<file path="src/rtl/reassembly_key_match_table_macros.svh">
// Assertion macros for the reassembly key match table.
// Included by the top level only; no other dependencies.
`ifndef REASSEMBLY_KEY_MATCH_TABLE_MACROS_SVH
`define REASSEMBLY_KEY_MATCH_TABLE_MACROS_SVH

// Same-cycle implication, checked outside reset
`define RKMT_ASSERT_NOW(lbl, ck, rn, ante, cons, msg) \
  lbl: assert property (@(posedge ck) disable iff (!rn) (ante) |-> (cons)) else $error(msg);

// Next-cycle implication, checked outside reset
`define RKMT_ASSERT_NEXT(lbl, ck, rn, ante, cons, msg) \
  lbl: assert property (@(posedge ck) disable iff (!rn) (ante) |=> (cons)) else $error(msg);

`endif

</file>
<file path="src/rtl/rkmt_pkg.sv">
// Shared types and command codes for the reassembly key match table.
// No dependencies; used by rkmt_cell and the top level.
`timescale 1ns / 1ps

package rkmt_pkg;

  localparam int HANDLE_W = 8;
  localparam int KEY_W    = 12;
  localparam int TYPE_W   = 16;
  localparam int INDEX_W  = 16;
  localparam int SLOT_W   = 6;
  localparam int CMD_W    = 3;

  localparam logic [CMD_W-1:0] CMD_CLEAR   = 3'd0;
  localparam logic [CMD_W-1:0] CMD_ADD     = 3'd1;
  localparam logic [CMD_W-1:0] CMD_FIND    = 3'd2;
  localparam logic [CMD_W-1:0] CMD_RELEASE = 3'd3;
  localparam logic [CMD_W-1:0] CMD_READ    = 3'd4;

  // Command token handed from cell to cell, collecting the result on its way
  typedef struct packed {
    logic [CMD_W-1:0]    cmd;
    logic [HANDLE_W-1:0] handle;
    logic [KEY_W-1:0]    src;
    logic [KEY_W-1:0]    dst;
    logic [TYPE_W-1:0]   typ;
    logic [INDEX_W-1:0]  idx;
    logic                done;
    logic                hit;
    logic [HANDLE_W-1:0] rhandle;
    logic [SLOT_W-1:0]   rslot;
    logic                any_valid;
  } tok_t;

endpackage

</file>
<file path="src/rtl/rkmt_cell.sv">
// One slot of the key match table: holds the slot and works on a passing token.
// Depends on rkmt_pkg.
`timescale 1ns / 1ps

module rkmt_cell #(
  parameter int IDX = 0,
  parameter int HW  = 8
) (
  input  logic          clk,
  input  logic          rst_n,
  input  logic          tok_in_vld,
  input  rkmt_pkg::tok_t tok_in,
  output logic          tok_out_vld,
  output rkmt_pkg::tok_t tok_out
);

  logic                           valid_r, valid_nxt;
  logic [HW-1:0]                  handle_r;
  logic [rkmt_pkg::KEY_W-1:0]     src_r;
  logic [rkmt_pkg::KEY_W-1:0]     dst_r;
  logic [rkmt_pkg::TYPE_W-1:0]    typ_r;
  logic                           wr_en;
  logic                           tok_vld_r;
  rkmt_pkg::tok_t                 tok_r, tok_nxt;
  logic                           key_match;
  logic                           handle_match;

  assign key_match    = (src_r == tok_in.src) && (dst_r == tok_in.dst) &&
                        (typ_r == tok_in.typ);
  assign handle_match = (handle_r == tok_in.handle[HW-1:0]);

  // Apply the command to this slot unless an earlier cell already served it
  always_comb begin
    valid_nxt = valid_r;
    wr_en     = 1'b0;
    tok_nxt   = tok_in;
    if (tok_in_vld) begin
      case (tok_in.cmd)
        rkmt_pkg::CMD_CLEAR: begin
          valid_nxt = 1'b0;
        end
        rkmt_pkg::CMD_ADD: begin
          if (!tok_in.done && !valid_r) begin
            valid_nxt       = 1'b1;
            wr_en           = 1'b1;
            tok_nxt.done    = 1'b1;
            tok_nxt.hit     = 1'b1;
            tok_nxt.rhandle = tok_in.handle;
            tok_nxt.rslot   = rkmt_pkg::SLOT_W'(IDX);
          end
        end
        rkmt_pkg::CMD_FIND: begin
          if (!tok_in.done && valid_r && key_match) begin
            tok_nxt.done    = 1'b1;
            tok_nxt.hit     = 1'b1;
            tok_nxt.rhandle = rkmt_pkg::HANDLE_W'(handle_r);
            tok_nxt.rslot   = rkmt_pkg::SLOT_W'(IDX);
          end
        end
        rkmt_pkg::CMD_RELEASE: begin
          if (!tok_in.done && valid_r && handle_match) begin
            valid_nxt       = 1'b0;
            tok_nxt.done    = 1'b1;
            tok_nxt.hit     = 1'b1;
            tok_nxt.rhandle = tok_in.handle;
            tok_nxt.rslot   = rkmt_pkg::SLOT_W'(IDX);
          end
        end
        rkmt_pkg::CMD_READ: begin
          if (tok_in.idx == rkmt_pkg::INDEX_W'(IDX) && valid_r) begin
            tok_nxt.done    = 1'b1;
            tok_nxt.hit     = 1'b1;
            tok_nxt.rhandle = rkmt_pkg::HANDLE_W'(handle_r);
            tok_nxt.rslot   = rkmt_pkg::SLOT_W'(IDX);
          end
        end
        default: begin
        end
      endcase
      tok_nxt.any_valid = tok_in.any_valid | valid_nxt;
    end
  end

  // Slot valid mark and token hand-off
  always_ff @(posedge clk) begin
    if (!rst_n) begin
      valid_r   <= 1'b0;
      tok_vld_r <= 1'b0;
    end else begin
      valid_r   <= valid_nxt;
      tok_vld_r <= tok_in_vld;
    end
  end

  // Slot payload, written on add, and the token register
  always_ff @(posedge clk) begin
    if (wr_en) begin
      handle_r <= tok_in.handle[HW-1:0];
      src_r    <= tok_in.src;
      dst_r    <= tok_in.dst;
      typ_r    <= tok_in.typ;
    end
    tok_r <= tok_nxt;
  end

  assign tok_out_vld = tok_vld_r;
  assign tok_out     = tok_r;

endmodule

</file>
<file path="src/rtl/reassembly_key_match_table.sv">
// Top level of the reassembly key match table: a chain of slot cells.
// Depends on rkmt_pkg, rkmt_cell and reassembly_key_match_table_macros.svh.
// Usage:
//   Input channel (in_*): one command per transfer: clear, add, find,
//   release or read slot, with handle, three-part key and slot index.
//   Output channel (out_*): exactly one result per command, in order:
//   hit, handle, slot and whether the table is empty afterwards.
//   A command enters the first cell and moves one cell per cycle along a
//   chain of SLOT_COUNT cells; the lowest slot that serves it marks the
//   token done. The result passes the holding register and then the output
//   register before out_valid rises. One command is in flight at a time, so
//   a new command is taken only once the last result reaches the output.
//   A finished result waits in a holding register while the output register
//   is stalled; in_stall stays high until the result reaches the output.
//   Reset empties the table and drops all pending work.
`timescale 1ns / 1ps

`include "reassembly_key_match_table_macros.svh"

module reassembly_key_match_table #(
  parameter int SLOT_COUNT  = 8,
  parameter int HANDLE_BITS = 8
) (
  input  logic        clk,
  input  logic        rst_n,
  input  logic        in_valid,
  output logic        in_stall,
  input  logic [2:0]  in_cmd,
  input  logic [7:0]  in_handle,
  input  logic [11:0] in_source_key,
  input  logic [11:0] in_dest_key,
  input  logic [15:0] in_type_key,
  input  logic [15:0] in_slot_index,
  output logic        out_valid,
  input  logic        out_stall,
  output logic        out_hit,
  output logic [7:0]  out_found_handle,
  output logic [5:0]  out_found_slot,
  output logic        out_table_empty
);

  localparam int HW = (HANDLE_BITS < rkmt_pkg::HANDLE_W) ? HANDLE_BITS : rkmt_pkg::HANDLE_W;
  localparam logic [rkmt_pkg::HANDLE_W-1:0] HMASK = rkmt_pkg::HANDLE_W'((1 << HW) - 1);

  logic           in_xfer;
  logic           busy_r, busy_nxt;
  logic           pend_vld_r, pend_vld_nxt;
  rkmt_pkg::tok_t pend_r;
  logic           out_valid_r, out_valid_nxt;
  logic           out_load;
  logic           out_hit_r;
  logic [7:0]     out_handle_r;
  logic [5:0]     out_slot_r;
  logic           out_empty_r;
  rkmt_pkg::tok_t entry_tok;

  rkmt_pkg::tok_t chain_tok [SLOT_COUNT+1];
  logic [SLOT_COUNT:0] chain_vld;

  assign in_stall = busy_r;
  assign in_xfer  = in_valid && !busy_r;

  // Build the entry token from the input fields
  always_comb begin
    entry_tok        = '0;
    entry_tok.cmd    = in_cmd;
    entry_tok.handle = in_handle & HMASK;
    entry_tok.src    = in_source_key;
    entry_tok.dst    = in_dest_key;
    entry_tok.typ    = in_type_key;
    entry_tok.idx    = in_slot_index;
  end
  assign chain_tok[0] = entry_tok;
  assign chain_vld[0] = in_xfer;

  // Row of slot cells
  for (genvar g = 0; g < SLOT_COUNT; g++) begin : g_cell
    rkmt_cell #(
      .IDX (g),
      .HW  (HW)
    ) u_cell (
      .clk         (clk),
      .rst_n       (rst_n),
      .tok_in_vld  (chain_vld[g]),
      .tok_in      (chain_tok[g]),
      .tok_out_vld (chain_vld[g+1]),
      .tok_out     (chain_tok[g+1])
    );
  end

  // Hold the finished token, then move it to the output register when free
  assign out_load = pend_vld_r && (!out_valid_r || !out_stall);

  always_comb begin
    busy_nxt      = busy_r;
    pend_vld_nxt  = pend_vld_r;
    out_valid_nxt = out_valid_r;
    if (in_xfer) begin
      busy_nxt = 1'b1;
    end
    if (chain_vld[SLOT_COUNT]) begin
      pend_vld_nxt = 1'b1;
    end
    if (out_valid_r && !out_stall) begin
      out_valid_nxt = 1'b0;
    end
    if (out_load) begin
      pend_vld_nxt  = 1'b0;
      busy_nxt      = 1'b0;
      out_valid_nxt = 1'b1;
    end
  end

  always_ff @(posedge clk) begin
    if (!rst_n) begin
      busy_r      <= 1'b0;
      pend_vld_r  <= 1'b0;
      out_valid_r <= 1'b0;
    end else begin
      busy_r      <= busy_nxt;
      pend_vld_r  <= pend_vld_nxt;
      out_valid_r <= out_valid_nxt;
    end
  end

  // Result payload
  always_ff @(posedge clk) begin
    if (chain_vld[SLOT_COUNT]) begin
      pend_r <= chain_tok[SLOT_COUNT];
    end
    if (out_load) begin
      out_hit_r    <= pend_r.hit;
      out_handle_r <= pend_r.rhandle;
      out_slot_r   <= pend_r.rslot;
      out_empty_r  <= !pend_r.any_valid;
    end
  end

  assign out_valid        = out_valid_r;
  assign out_hit          = out_hit_r;
  assign out_found_handle = out_handle_r;
  assign out_found_slot   = out_slot_r;
  assign out_table_empty  = out_empty_r;

  // Checks
  `RKMT_ASSERT_NEXT(a_accept_busy, clk, rst_n, in_xfer, busy_r, "accept did not mark busy")
  `RKMT_ASSERT_NOW(a_pend_busy, clk, rst_n, pend_vld_r, busy_r, "held result while not busy")
  `RKMT_ASSERT_NOW(a_one_token, clk, rst_n, 1'b1,
    $onehot0({chain_vld[SLOT_COUNT:1], pend_vld_r}), "more than one command in flight")
  `RKMT_ASSERT_NOW(a_miss_zero, clk, rst_n, out_valid_r && !out_hit_r,
    (out_handle_r == 8'd0) && (out_slot_r == 6'd0), "miss reports nonzero handle or slot")

endmodule

</file>
<file path="config.mk">
export PLATFORM = sky130hd
export DESIGN_NAME = reassembly_key_match_table
export DESIGN_NICKNAME = d
export VERILOG_FILES = /design/src/rtl/rkmt_pkg.sv /design/src/rtl/rkmt_cell.sv /design/src/rtl/reassembly_key_match_table.sv
export VERILOG_INCLUDE_DIRS = /design/src /design/src/rtl
export SDC_FILE = /design/constraint.sdc
export NUM_CORES = 1
export LEC_CHECK = 0
export BUFFER_PORTS_ARGS = -buffer_cell sky130_fd_sc_hd__buf_2
export CAP_MARGIN = 10
export CELL_PAD_IN_SITES_DETAIL_PLACEMENT = 0
export CELL_PAD_IN_SITES_GLOBAL_PLACEMENT = 2
export CORE_ASPECT_RATIO = 0.5
export CORE_MARGIN = 3
export CORE_UTILIZATION = 48
export CTS_CLUSTER_DIAMETER = 120
export CTS_CLUSTER_SIZE = 16
export DETAILED_ROUTE_END_ITERATION = 8
export GPL_TIMING_DRIVEN = 0
export PLACE_DENSITY = 0.88
export SYNTH_ARGS = -nofsm -noshare
export SYNTH_HDL_FRONTEND = slang
export SYNTH_SLANG_ARGS = --single-unit
</file>
<file path="constraint.sdc">
create_clock -name clk -period 12.1 [get_ports clk]
set_input_delay 0.605 -clock clk [delete_from_list [all_inputs] [get_ports clk]]
set_output_delay 0.605 -clock clk [all_outputs]
set_load 0.1 [all_outputs]
</file>
Word-level counts from Yosys, hierarchy flattened
Cells that the tools add are included.
Cells by class
  add/subtract/negate cells: 0
  $mul: 0
  div/mod/pow operators: 0
  magnitude comparators: 0
  equal/unequal tests: 71
  shift operators: 0
  mux-type cells: 103
  bitwise gates (word level): 8
  reduce and logical (&&, ||, !) cells: 87
Operators with widths (number)
  $mux W16: 29
  $pmux W16 S4: 7
  $eq A12 B12 Y1: 16
  $eq A16 B16 Y1: 8
  $mux W17: 6
  $eq A16 B3 Y1 const B: 4
  $eq A8 B8 Y1: 8
  $mux W15: 4
  $pmux W15 S4: 1
  $logic_and A1 B1 Y1: 57
  $eq A3 B2 Y1 const B: 16
  $mux W1: 48
  $eq A16 B2 Y1 const B: 2
  $eq A3 B1 Y1 const B: 8
  $eq A3 B3 Y1 const B: 8
  $logic_not A3 Y1: 8
  $pmux W1 S3: 8
  $logic_not A1 Y1: 18
  $eq A16 B1 Y1 const B: 1
  $logic_not A16 Y1: 1
  $or A1 B1 Y1: 7
  $reduce_bool A2 Y1: 1
  $reduce_or A2 Y1: 1
  $logic_or A1 B1 Y1: 1
  $not A1 Y1: 1
Word-level totals
  register bits: 1039
  latch bits: 0
  RAM bits: 0
  bits in read-only memories: 0
  logic and storage cells: 409
  memories: 0

Logic depth before layout (Yosys ltp)
Gate-level depths: netlist (run 1).
  depth in word-level cells: 8
  gate-level depth with buffers: 9
  gate-level depth less buffers: 7

By module
From an unflattened synthesis (run 1), not the netlist that was laid out.
Second synthesis, totals
  cell total of the unflattened synthesis: 2369
  area, all modules: 35551.6 sq um
Modules (own cells, without submodules)
  rkmt_cell (g_cell[1].u_cell ...): times used 2, cells each 325, area an instance 4526.8 sq um, sequential area each 3163.0 sq um
  rkmt_cell (g_cell[5].u_cell ...): times used 2, cells each 259, area an instance 4127.7 sq um, sequential area each 3163.0 sq um
  rkmt_cell (g_cell[4].u_cell): times used 1, cells each 325, area an instance 4520.6 sq um, sequential area each 3163.0 sq um
  rkmt_cell (g_cell[7].u_cell): times used 1, cells each 282, area an instance 4257.8 sq um, sequential area each 3163.0 sq um
  rkmt_cell (g_cell[0].u_cell): times used 1, cells each 289, area an instance 4251.6 sq um, sequential area each 3163.0 sq um
  rkmt_cell (g_cell[3].u_cell): times used 1, cells each 259, area an instance 4129.0 sq um, sequential area each 3163.0 sq um
  reassembly_key_match_table: times used 1, cells each 46, area an instance 1083.5 sq um, sequential area each 1021.0 sq um

Worst setup path after synthesis (run 1)
No wires, ideal clock.
  path type: register to register
  from: reg busy_r (netlist: in_stall)
  to: reg g_cell[0].u_cell.dst_r[0] (netlist bit) (enable)
  setup time: 0.578 ns
  arrival: 5.551 ns
  path slack: 5.972 ns
  cell stages (with the launch flop): 3
  buffers on the path: 0
  period minus slack after synthesis: 6.128 ns
  path through: dfxtp_1 -> nand2b_1 -> nor4_1
On the way
  longest elaborated chain between the ends: 3
Ends and longest elaborated chain
  start: declaration: RTL line reassembly_key_match_table.sv:46  | logic busy_r, busy_nxt;
  start signal: assignment: RTL line reassembly_key_match_table.sv:120  | busy_r <= busy_nxt;
  $logic_not A1 Y1: RTL line reassembly_key_match_table.sv:61  | assign in_xfer = in_valid && !busy_r;
  $logic_and A1 B1 Y1: RTL line reassembly_key_match_table.sv:61
  $mux W1: RTL line rkmt_cell.sv:37  | if (tok_in_vld) begin
  named net g_cell[0].u_cell.wr_en: RTL line rkmt_cell.sv:22  | logic wr_en;
  end signal: assignment: RTL line rkmt_cell.sv:100  | dst_r <= tok_in.dst;
  end: declaration: RTL line rkmt_cell.sv:20  | logic [rkmt_pkg::KEY_W-1:0] dst_r;
The timed path passes the listed nets, and every way through them passes these cells.
A chain may end at the register's enable or synchronous reset.

==> flow_summary.toml, run 1 <==
[drt]
highest_layer = "met4"
firstDrtPassIters = 5
ant_nets = 0
vias = 16500
drt-initial-drc-count = 1164
route.met2.wl_mm = 24.2
drt-wirelength-per-cell_um = 17.9
wirelength_mm = 58.9
drc = 0
met3_length_mm = 2.00
wirelength_met1_mm = 31.4
viasPerCell = 5.01

[global_routing]
gr-total-overflow = 0
grt_pass1_vias = 16400
track_usage_pct = 16.7
grt_antenna_before_repair = 0
grt_pass1_wl_mm = 93.8
grt_max_degree = 44

[floorplan]
core_um2 = 65900
die_x_um = 373
fp.dieH_um = 190
rows = 66
initial_utilization_pct = 49.1
die_area_um2 = 70800
pin_count = 89

[final_layout]
nets = 2427
ff_latch_area_um2 = 24000
area_delta_synth_final_pct = 12.2
fillCellCount = 5280
instances_no_fill = 3292
diodes = 0
multi_input_area_um2 = 8130
stdcell_area_um2 = 36300
drive_gt1_share_pct = 10.6

[logic_synthesis]
async_flop_share_pct = 0
avgSynthCellArea_um2 = 14.9
yosysMostFrequentCell = "dfxtp_1"
synth_area_um2 = 32400
synth_top_area_share_pct = 38.0
synthTopCellsByCount = "dfxtp_1, edfxtp_1, xnor2_1"
synthCells = 2174
synthDistinctLibCells = 67
synth_seq_area_share_pct = 74.2
yosysTopAreaCell = "edfxtp_1"
synth_edf_count = 410
ys_warn_count = 0
synth-seq-cells = 995
ys.flop_type = "dfxtp_1"
ys_top_cells_by_area = "edfxtp_1, dfxtp_1, xnor2_1"

[timing]
max_slew_margin_pct = 28.4
maxSlewViolCount = 0
worst_slew_pin_slew_ps = 1070
finalSetupViolations = 0
finalCriticalPeriod_ps = 3160
post-route-period-util_pct = 26.1
rsz0062_at_grt = "false"
finClkSkew_ps = 15.1
fin_setup_tns_ps = 0
final_hold_viol_count = 0
maxClockFrequency_mhz = 317

[placement]
numPortBuffers = 85
globalplace.congestion = 0.818
place_area_um2 = 34200
dp.cells = 3166
dp_hpwl_mm = 43.4

[hold_path]
min_path_type = "input pin to register"

[clocking]
clkLatencyLatePin_ps = 630
cts_buffers = 72
clkTransAtPathRegs_ps = 70
htreeDepth = 3
cts_tree = "yes"
cts_resized = 0
cts_root_buffer = "clkbuf_16"
cts.path.max_buffers = 3
hold_buffers = 0
clkSinkCount = 995
cts_setup_buffers = 0

[power_and_ir_drop]
swShare_pct = 21.1
p_switching_mw = 1.29
vdd_ir_drop_max_mv = 0.0933
combPwrFrac_pct = 2.5
leakage_nw = 12.9
powerDensity_nw_per_um2 = 167
intPower_mw = 4.80
seqPwrFrac_pct = 60.5
clkPwrFrac_pct = 37.0

[worst_setup_path]
worstPathArrival_ps = 3620
worst-setup-path-type = "register to register"
crit_path_max_fanout = 10
worstSetupStartpointType = "register"
cp-end-kind = "register"
required_ps = 12560

[status]
status = "finished clean"

[run]
cap_violations = 0
-- state kept, by name (all words and copies together), names as in the netlist --
| register | count |
|---|---|
| out_found_handle | 8 |
| g_cell.u_cell.dst_r | 96 |
| out_table_empty | 1 |
| g_cell.u_cell.valid_r | 8 |
| g_cell.u_cell.tok_out | 566 |
| pend_vld_r | 1 |
| pend_r | 13 |
| out_found_slot | 3 |
| g_cell.u_cell.handle_r | 64 |
| out_hit | 1 |
| out_valid | 1 |
| g_cell.u_cell.src_r | 96 |
| in_stall | 1 |
| g_cell.u_cell.typ_r | 128 |
| g_cell.u_cell.tok_out_vld | 8 |
-- metal layers --
layer / GRT usage, % / vias to the layer above
li1: - / 8221
met1: 26.2 / 7900
met2: 23.8 / 270
met3: 2.96 / 97
met4: 4.76 / 0
met5: 0 / -
-- critical path, stage by stage (launching register included) --
cell	delay [ps]
edfxtp_1	380
xnor2_1	260
nand4_1	120
or4b_2	630
nor4_1	780
o221ai_1	220
buf_2	230
a22oi_1	240
o21ai_0	150
-- cell families after synthesis --
kind of cell              count (synthesis)  synth area share [%]
DFF                                     995                  74.2
and+or+nand+nor                         422                  7.56
xor gates and xnor gates                372                  10.1
AOI/OAI and AO/OA                       261                  5.61
buffers and inverters                    73                 0.912
muxes                                    50                  1.67
other                                     1                0.0116
-- cell usage in the layout (no fill, tap or decap), types with 24 or more instances in the layout --
master and instances:
nor2_1 70, nand2_1 25, xor2_1 165, clkbuf_16 72, nand4_1 61, a21oi_1 45, buf_2 87, nand3_1 28
nor2b_1 43, nor4_1 64, xnor2_1 207, clkbuf_1 71, a22oi_1 24, dfxtp_1 585, o21ai_0 64, inv_1 39
mux2_2 32, edfxtp_1 410, o21a_1 24
-- metrics by stage --
| stage | hold WS, ps | setup slack [ps] | util (%) | power (mW) |
|---|---|---|---|---|
| finish | 93.3 | 8940 | 55.2 | 6.09 |
| floorplan | 322 | 5970 | - | 3.83 |
| CTS | 52.3 | 9000 | 55.2 | 6.14 |
| global placement | 330 | 4240 | 51.5 | 3.91 |
| detailed placement | 331 | 9010 | 51.9 | 3.91 |
| global route | 51.7 | 8750 | 55.2 | 6.31 |
-- final timing paths --
kind | startpoint | end | slack, ps | cells past startpoint
min | in_slot_index[3] | g_cell[0].u_cell.tok_out[20] | 90 | 1
min reg2reg | g_cell[4].u_cell.tok_out[27] | g_cell[5].u_cell.tok_out[27] | 340 | 0
max reg2reg | g_cell[4].u_cell.src_r[1] | g_cell[4].u_cell.tok_out[13] | 8940 | 8
max | g_cell[4].u_cell.src_r[1] | g_cell[4].u_cell.tok_out[13] | 8940 | 8
-- power groups by stage --
stage / clock [mW] / combinational (mW) / sequential (mW)
after global routing: 2.44 / 0.171 / 3.70
after detailed placement: 0 / 0.154 / 3.76
after floorplan: 0 / 0.106 / 3.72
final: 2.25 / 0.153 / 3.68
after global placement: 0 / 0.150 / 3.76
after CTS: 2.30 / 0.155 / 3.68
-- layout make-up --
cell class              count  share of cell area, %
flip-flops and latches    995                   66.1
multi-input cells        1108                   22.4
plain buffers              34                  0.410
clock buffers             118                   5.43
clock inverters             8                  0.406
well taps                 884                   3.04
inverters                  39                  0.403
repair buffers            106                   1.86
Power figures use the tool's default switching activity.
==> inputs of run 2 (changes only) <==
--- a/config.mk
+++ b/config.mk
@@ -12,12 +12,12 @@
 export CELL_PAD_IN_SITES_GLOBAL_PLACEMENT = 2
 export CORE_ASPECT_RATIO = 0.5
 export CORE_MARGIN = 3
-export CORE_UTILIZATION = 48
+export CORE_UTILIZATION = 45
 export CTS_CLUSTER_DIAMETER = 120
 export CTS_CLUSTER_SIZE = 16
 export DETAILED_ROUTE_END_ITERATION = 8
 export GPL_TIMING_DRIVEN = 0
-export PLACE_DENSITY = 0.88
+export PLACE_DENSITY = 0.84
 export SYNTH_ARGS = -nofsm -noshare
 export SYNTH_HDL_FRONTEND = slang
 export SYNTH_SLANG_ARGS = --single-unit
==> constraint.sdc (replaced) <==
create_clock -name clk -period 3.2 [get_ports clk]
set_input_delay 0.16 -clock clk [delete_from_list [all_inputs] [get_ports clk]]
set_output_delay 0.16 -clock clk [all_outputs]
set_load 0.1 [all_outputs]
==> flow_summary.toml, run 2 (synthesized netlist as in run 1, its figures left out) <==
[global_routing]
grt_pass1_wl_mm = 94.9
grt_max_degree = 45
grt_pass1_vias = 16300
gr-total-overflow = 0
track_usage_pct = 16.0
grt_antenna_before_repair = 0

[final_layout]
instances_no_fill = 3416
diodes = 0
drive_gt1_share_pct = 10.2
nets = 2491
ff_latch_area_um2 = 24000
largest_reg_flops = 566
multi_input_area_um2 = 8170
final_common_cell = "dfxtp_1"
fillCellCount = 5708
mostFrequentLayoutCells = "dfxtp_1, edfxtp_1, xnor2_1, xor2_1, buf_2"
area_delta_synth_final_pct = 14.8

[timing]
finalSetupViolations = 0
finClkSkew_ps = 21.5
fin_setup_tns_ps = 0
post-route-period-util_pct = 95.2
worst_slack_ps = 153
maxClockFrequency_mhz = 328
final_hold_viol_count = 0
max_slew_margin_pct = 37.5
worst_slew_pin_slew_ps = 934
maxSlewViolCount = 0
rsz0062_at_grt = "false"
finalCriticalPeriod_ps = 3050

[worst_setup_path]
worstSetupStartpointType = "register"
r2r-start = "g_cell[6].u_cell.tok_out[26]"
cp-end-kind = "register"
r2r-end = "g_cell[7].u_cell.tok_out[13]"
worstPathArrival_ps = 3560
ff2ff_path_depth = 7
required_ps = 3720
worst-setup-path-type = "register to register"
crit_path_max_fanout = 8
ff2ff_setup_slack_ps = 150

[floorplan]
die_area_um2 = 75400
initial_utilization_pct = 46.2
fp.dieH_um = 196
core_um2 = 70100
pin_count = 89
rows = 68
die_x_um = 385

[hold_path]
min_path_type = "input pin to register"
min_path_cells = 2
hold_path_end = "g_cell[0].u_cell.tok_out[31]"
hold_path_startpoint = "in_slot_index[14]"

[drt]
drc = 0
wirelength_mm = 60.0
firstDrtPassIters = 5
drt-wirelength-per-cell_um = 17.6
drt-initial-drc-count = 1152
viasPerCell = 4.84
vias = 16500
ant_nets = 0

[power_and_ir_drop]
powerDensity_nw_per_um2 = 623
seqPwrFrac_pct = 60.1
vdd_ir_drop_max_mv = 0.435
leakage_nw = 13.2
p_switching_mw = 4.84
clkPwrFrac_pct = 37.1
intPower_mw = 18.3
combPwrFrac_pct = 2.8
p_total_mw = 23.2
swShare_pct = 20.9

[clocking]
clkLatencyLatePin_ps = 630
cts_buffers = 72
cts_tree = "yes"
cts.path.max_buffers = 3
clkTransAtPathRegs_ps = 70
htreeDepth = 3
cts_root_buffer = "clkbuf_16"
clkSinkCount = 995

[placement]
globalplace.congestion = 0.809
dp_hpwl_mm = 43.3
numPortBuffers = 85
dp.cells = 3220
post-place-ws_ps = 109

[status]
status = "finished clean"

[run]
cap_violations = 0
[run 2: repair_timing]
item,in CTS,in global routing
hold endpoints to repair,140,0
resized for setup,0,3
endpoints found under the setup margin,0,19
hold buffers,71,0
setup buffers,0,0
[run 2: routing by layer]
layer  track usage, %  share of wire [%]  vias to the layer above
met3             2.93                3.4                       87
met1             25.2                 53                     7859
li1                 -                  -                     8343
met4             4.22                1.9                        0
met5                0                  0                        -
met2             22.6                 42                      253
[run 2: metrics by stage]
stage | hold slack (ps) | utilization (%) | cell area, µm²
after floorplan | 188 | - | 32400
after global placement | 279 | 48.6 | 34100
after detailed placement | 279 | 48.9 | 34300
after CTS | 156 | 53.0 | 37200
after global routing | 162 | 53.0 | 37200
final | 195 | 53.0 | 37200
[run 2: area by class of cell]
type                       instances  share of cell area, %
buffer                            34                  0.401
clock buffer                     120                   5.50
clock inverter                     5                  0.239
inverter                          39                  0.394
multi-input combinational       1108                   22.0
sequential                       995                   64.6
tap                              945                   3.18
timing repair buffer             170                   3.69
[run 2: power by group through the flow]
stage	Combinational [mW]	Clock, mW	Sequential, mW
floorplan	0.405	0	14.1
global placement	0.572	0	14.2
detailed placement	0.586	0	14.2
CTS	0.655	8.78	13.9
global route	0.721	9.29	14.0
finish	0.651	8.59	13.9
[run 2: critical path: stages (launching register included)]
cell,delay [ps]
dfxtp_1,300
nor4_1,690
nand3_1,140
nor2_1,690
mux2_2,410
a221oi_1,400
a21oi_1,120
o21a_1,190
[run 2: worst max-delay path by stage]
stage / start / cells past startpoint / slack [ps] / endpoint
after CTS: g_cell[4].u_cell.typ_r[1] / 8 / 110 / g_cell[4].u_cell.tok_out[9]
after global placement: g_cell[7].u_cell.valid_r / 4 / -430 / g_cell[7].u_cell.src_r[6]
final: g_cell[6].u_cell.tok_out[26] / 7 / 150 / g_cell[7].u_cell.tok_out[13]
after floorplan: in_stall / 2 / 170 / g_cell[0].u_cell.dst_r[0]
after global routing: g_cell[6].u_cell.tok_out[26] / 7 / 10 / g_cell[7].u_cell.tok_out[14]
after detailed placement: g_cell[4].u_cell.typ_r[1] / 8 / 110 / g_cell[4].u_cell.tok_out[9]
==> inputs of run 3 (changes only) <==
--- a/config.mk
+++ b/config.mk
@@ -18,6 +18,7 @@
 export DETAILED_ROUTE_END_ITERATION = 8
 export GPL_TIMING_DRIVEN = 0
 export PLACE_DENSITY = 0.84
+export SETUP_SLACK_MARGIN = 0.2
 export SYNTH_ARGS = -nofsm -noshare
 export SYNTH_HDL_FRONTEND = slang
 export SYNTH_SLANG_ARGS = --single-unit
==> flow_summary.toml, run 3 (synthesized netlist as in run 1, its figures left out) <==
[drt]
wirelength_mm = 60.6
drt-initial-drc-count = 1120
drc = 0
viasPerCell = 4.85
firstDrtPassIters = 6
vias = 16600
ant_nets = 0
drt-wirelength-per-cell_um = 17.7

[power_and_ir_drop]
p_switching_mw = 4.83
powerDensity_nw_per_um2 = 620
leakage_nw = 13.2
swShare_pct = 21.0
vdd_ir_drop_max_mv = 0.416
combPwrFrac_pct = 2.8
seqPwrFrac_pct = 60.4
intPower_mw = 18.2
clkPwrFrac_pct = 36.8
p_total_mw = 23.0

[timing]
finClkSkew_ps = 19.6
fin_setup_tns_ps = 0
max_slew_margin_pct = 38.0
rsz0062_at_grt = "false"
post-route-period-util_pct = 89.1
finalSetupViolations = 0
holdWs_ps = 197
maxClockFrequency_mhz = 351
worst_slack_ps = 349
maxSlewViolCount = 0
worst_slew_pin_slew_ps = 923
final_hold_viol_count = 0
finalCriticalPeriod_ps = 2850

[worst_setup_path]
worstPathArrival_ps = 3310
ff2ff_setup_slack_ps = 350
crit_path_max_fanout = 10
r2r-end = "g_cell[4].u_cell.tok_out[11]"
cp-end-kind = "register"
worstSetupStartpointType = "register"
r2r-start = "g_cell[4].u_cell.src_r[1]"
ff2ff_path_depth = 8
worst-setup-path-type = "register to register"
required_ps = 3660

[placement]
dp_hpwl_mm = 43.8
numPortBuffers = 85
place_area_um2 = 34300
post-place-ws_ps = 96.5
dp.cells = 3220
globalplace.congestion = 0.807

[global_routing]
grtUsageMet1_pct = 25.0
grt_pass1_wl_mm = 95.7
busiest_layer = "met1"
grt_pass1_vias = 16700
track_usage_pct = 16.1
grt_antenna_before_repair = 0
grt_use_met2_pct = 23.4
grt_max_degree = 45
gr-total-overflow = 0
use_met3_pct = 2.67

[final_layout]
stdcell_area_um2 = 37200
mostFrequentLayoutCells = "dfxtp_1, edfxtp_1, xnor2_1, xor2_1, buf_2"
final_common_cell = "dfxtp_1"
instances_no_fill = 3417
area_delta_synth_final_pct = 14.8
diodes = 0
drive_gt1_share_pct = 10.4
final_core_util_pct = 53.0
nets = 2494
largest_reg_flops = 566

[clocking]
cts_tree = "yes"
cts.path.max_buffers = 3
clkLatencyLatePin_ps = 620
clkSinkCount = 995
cts_buffers = 72
clkTransAtPathRegs_ps = 70
cts_root_buffer = "clkbuf_16"
htreeDepth = 3

[floorplan]
rows = 68
die_x_um = 385
core_um2 = 70100
die_area_um2 = 75400
initial_utilization_pct = 46.2
pin_count = 89
fp.dieH_um = 196

[run]
cap_violations = 0

[hold_path]
min_path_cells = 2
hold_path_end = "g_cell[0].u_cell.tok_out[32]"
min_path_type = "input pin to register"
hold_path_startpoint = "in_slot_index[15]"

[status]
status = "finished clean"
-- run 3: how the worst max path moves through the flow --
stage	end	start
2_1_floorplan	g_cell[0].u_cell.dst_r[0]	in_stall
3_3_place_gp	g_cell[7].u_cell.dst_r[0]	g_cell[7].u_cell.valid_r
3_5_place_dp	g_cell[4].u_cell.tok_out[10]	g_cell[4].u_cell.typ_r[1]
4_1_cts	g_cell[6].u_cell.tok_out[14]	g_cell[6].u_cell.valid_r
5_1_grt	g_cell[5].u_cell.tok_out[8]	g_cell[4].u_cell.tok_out[82]
6_report	g_cell[4].u_cell.tok_out[11]	g_cell[4].u_cell.src_r[1]
-- run 3: final cells by class --
cell class / instances / area [µm²]
clock buffers: 117 / 1990
flip-flops and latches: 995 / 24000
clock inverters: 6 / 97.6
plain buffers: 34 / 149
fillers: 5748 / 32900
inverters: 39 / 146
repair buffers: 173 / 1400
well taps: 945 / 1180
multi-input cells: 1108 / 8190
-- run 3: critical path: stages, from the launching register on --
cell	delay, ps
edfxtp_1	390
xnor2_1	270
nand4_1	160
or4b_2	680
nor4_4	400
o221ai_1	170
buf_2	210
a22oi_1	250
o21ai_0	150
-- run 3: power by group through the flow --
stage / combinational (mW) / clock [mW] / sequential, mW
4_1_cts: 0.656 / 8.67 / 13.9
6_report: 0.653 / 8.47 / 13.9
3_5_place_dp: 0.586 / 0 / 14.2
3_3_place_gp: 0.572 / 0 / 14.2
2_1_floorplan: 0.405 / 0 / 14.1
5_1_grt: 0.720 / 9.17 / 14.0
-- run 3: layer usage --
metal	up-vias	share of wire (%)
met5	-	0
met1	7933	53
li1	8342	-
met4	0	1.8
met3	76	3.0
met2	229	42
-- run 3: timing repair --
| action | 4_1_cts | 5_1_grt |
|---|---|---|
| gates resized for setup | 2 | 5 |
| endpoints found under the setup margin | 16 | 40 |
| hold buffers | 71 | 0 |
| pin swaps | 1 | 2 |
| gates cloned | 0 | 0 |
| setup buffers | 1 | 2 |
| endpoints found under the hold margin | 136 | 0 |
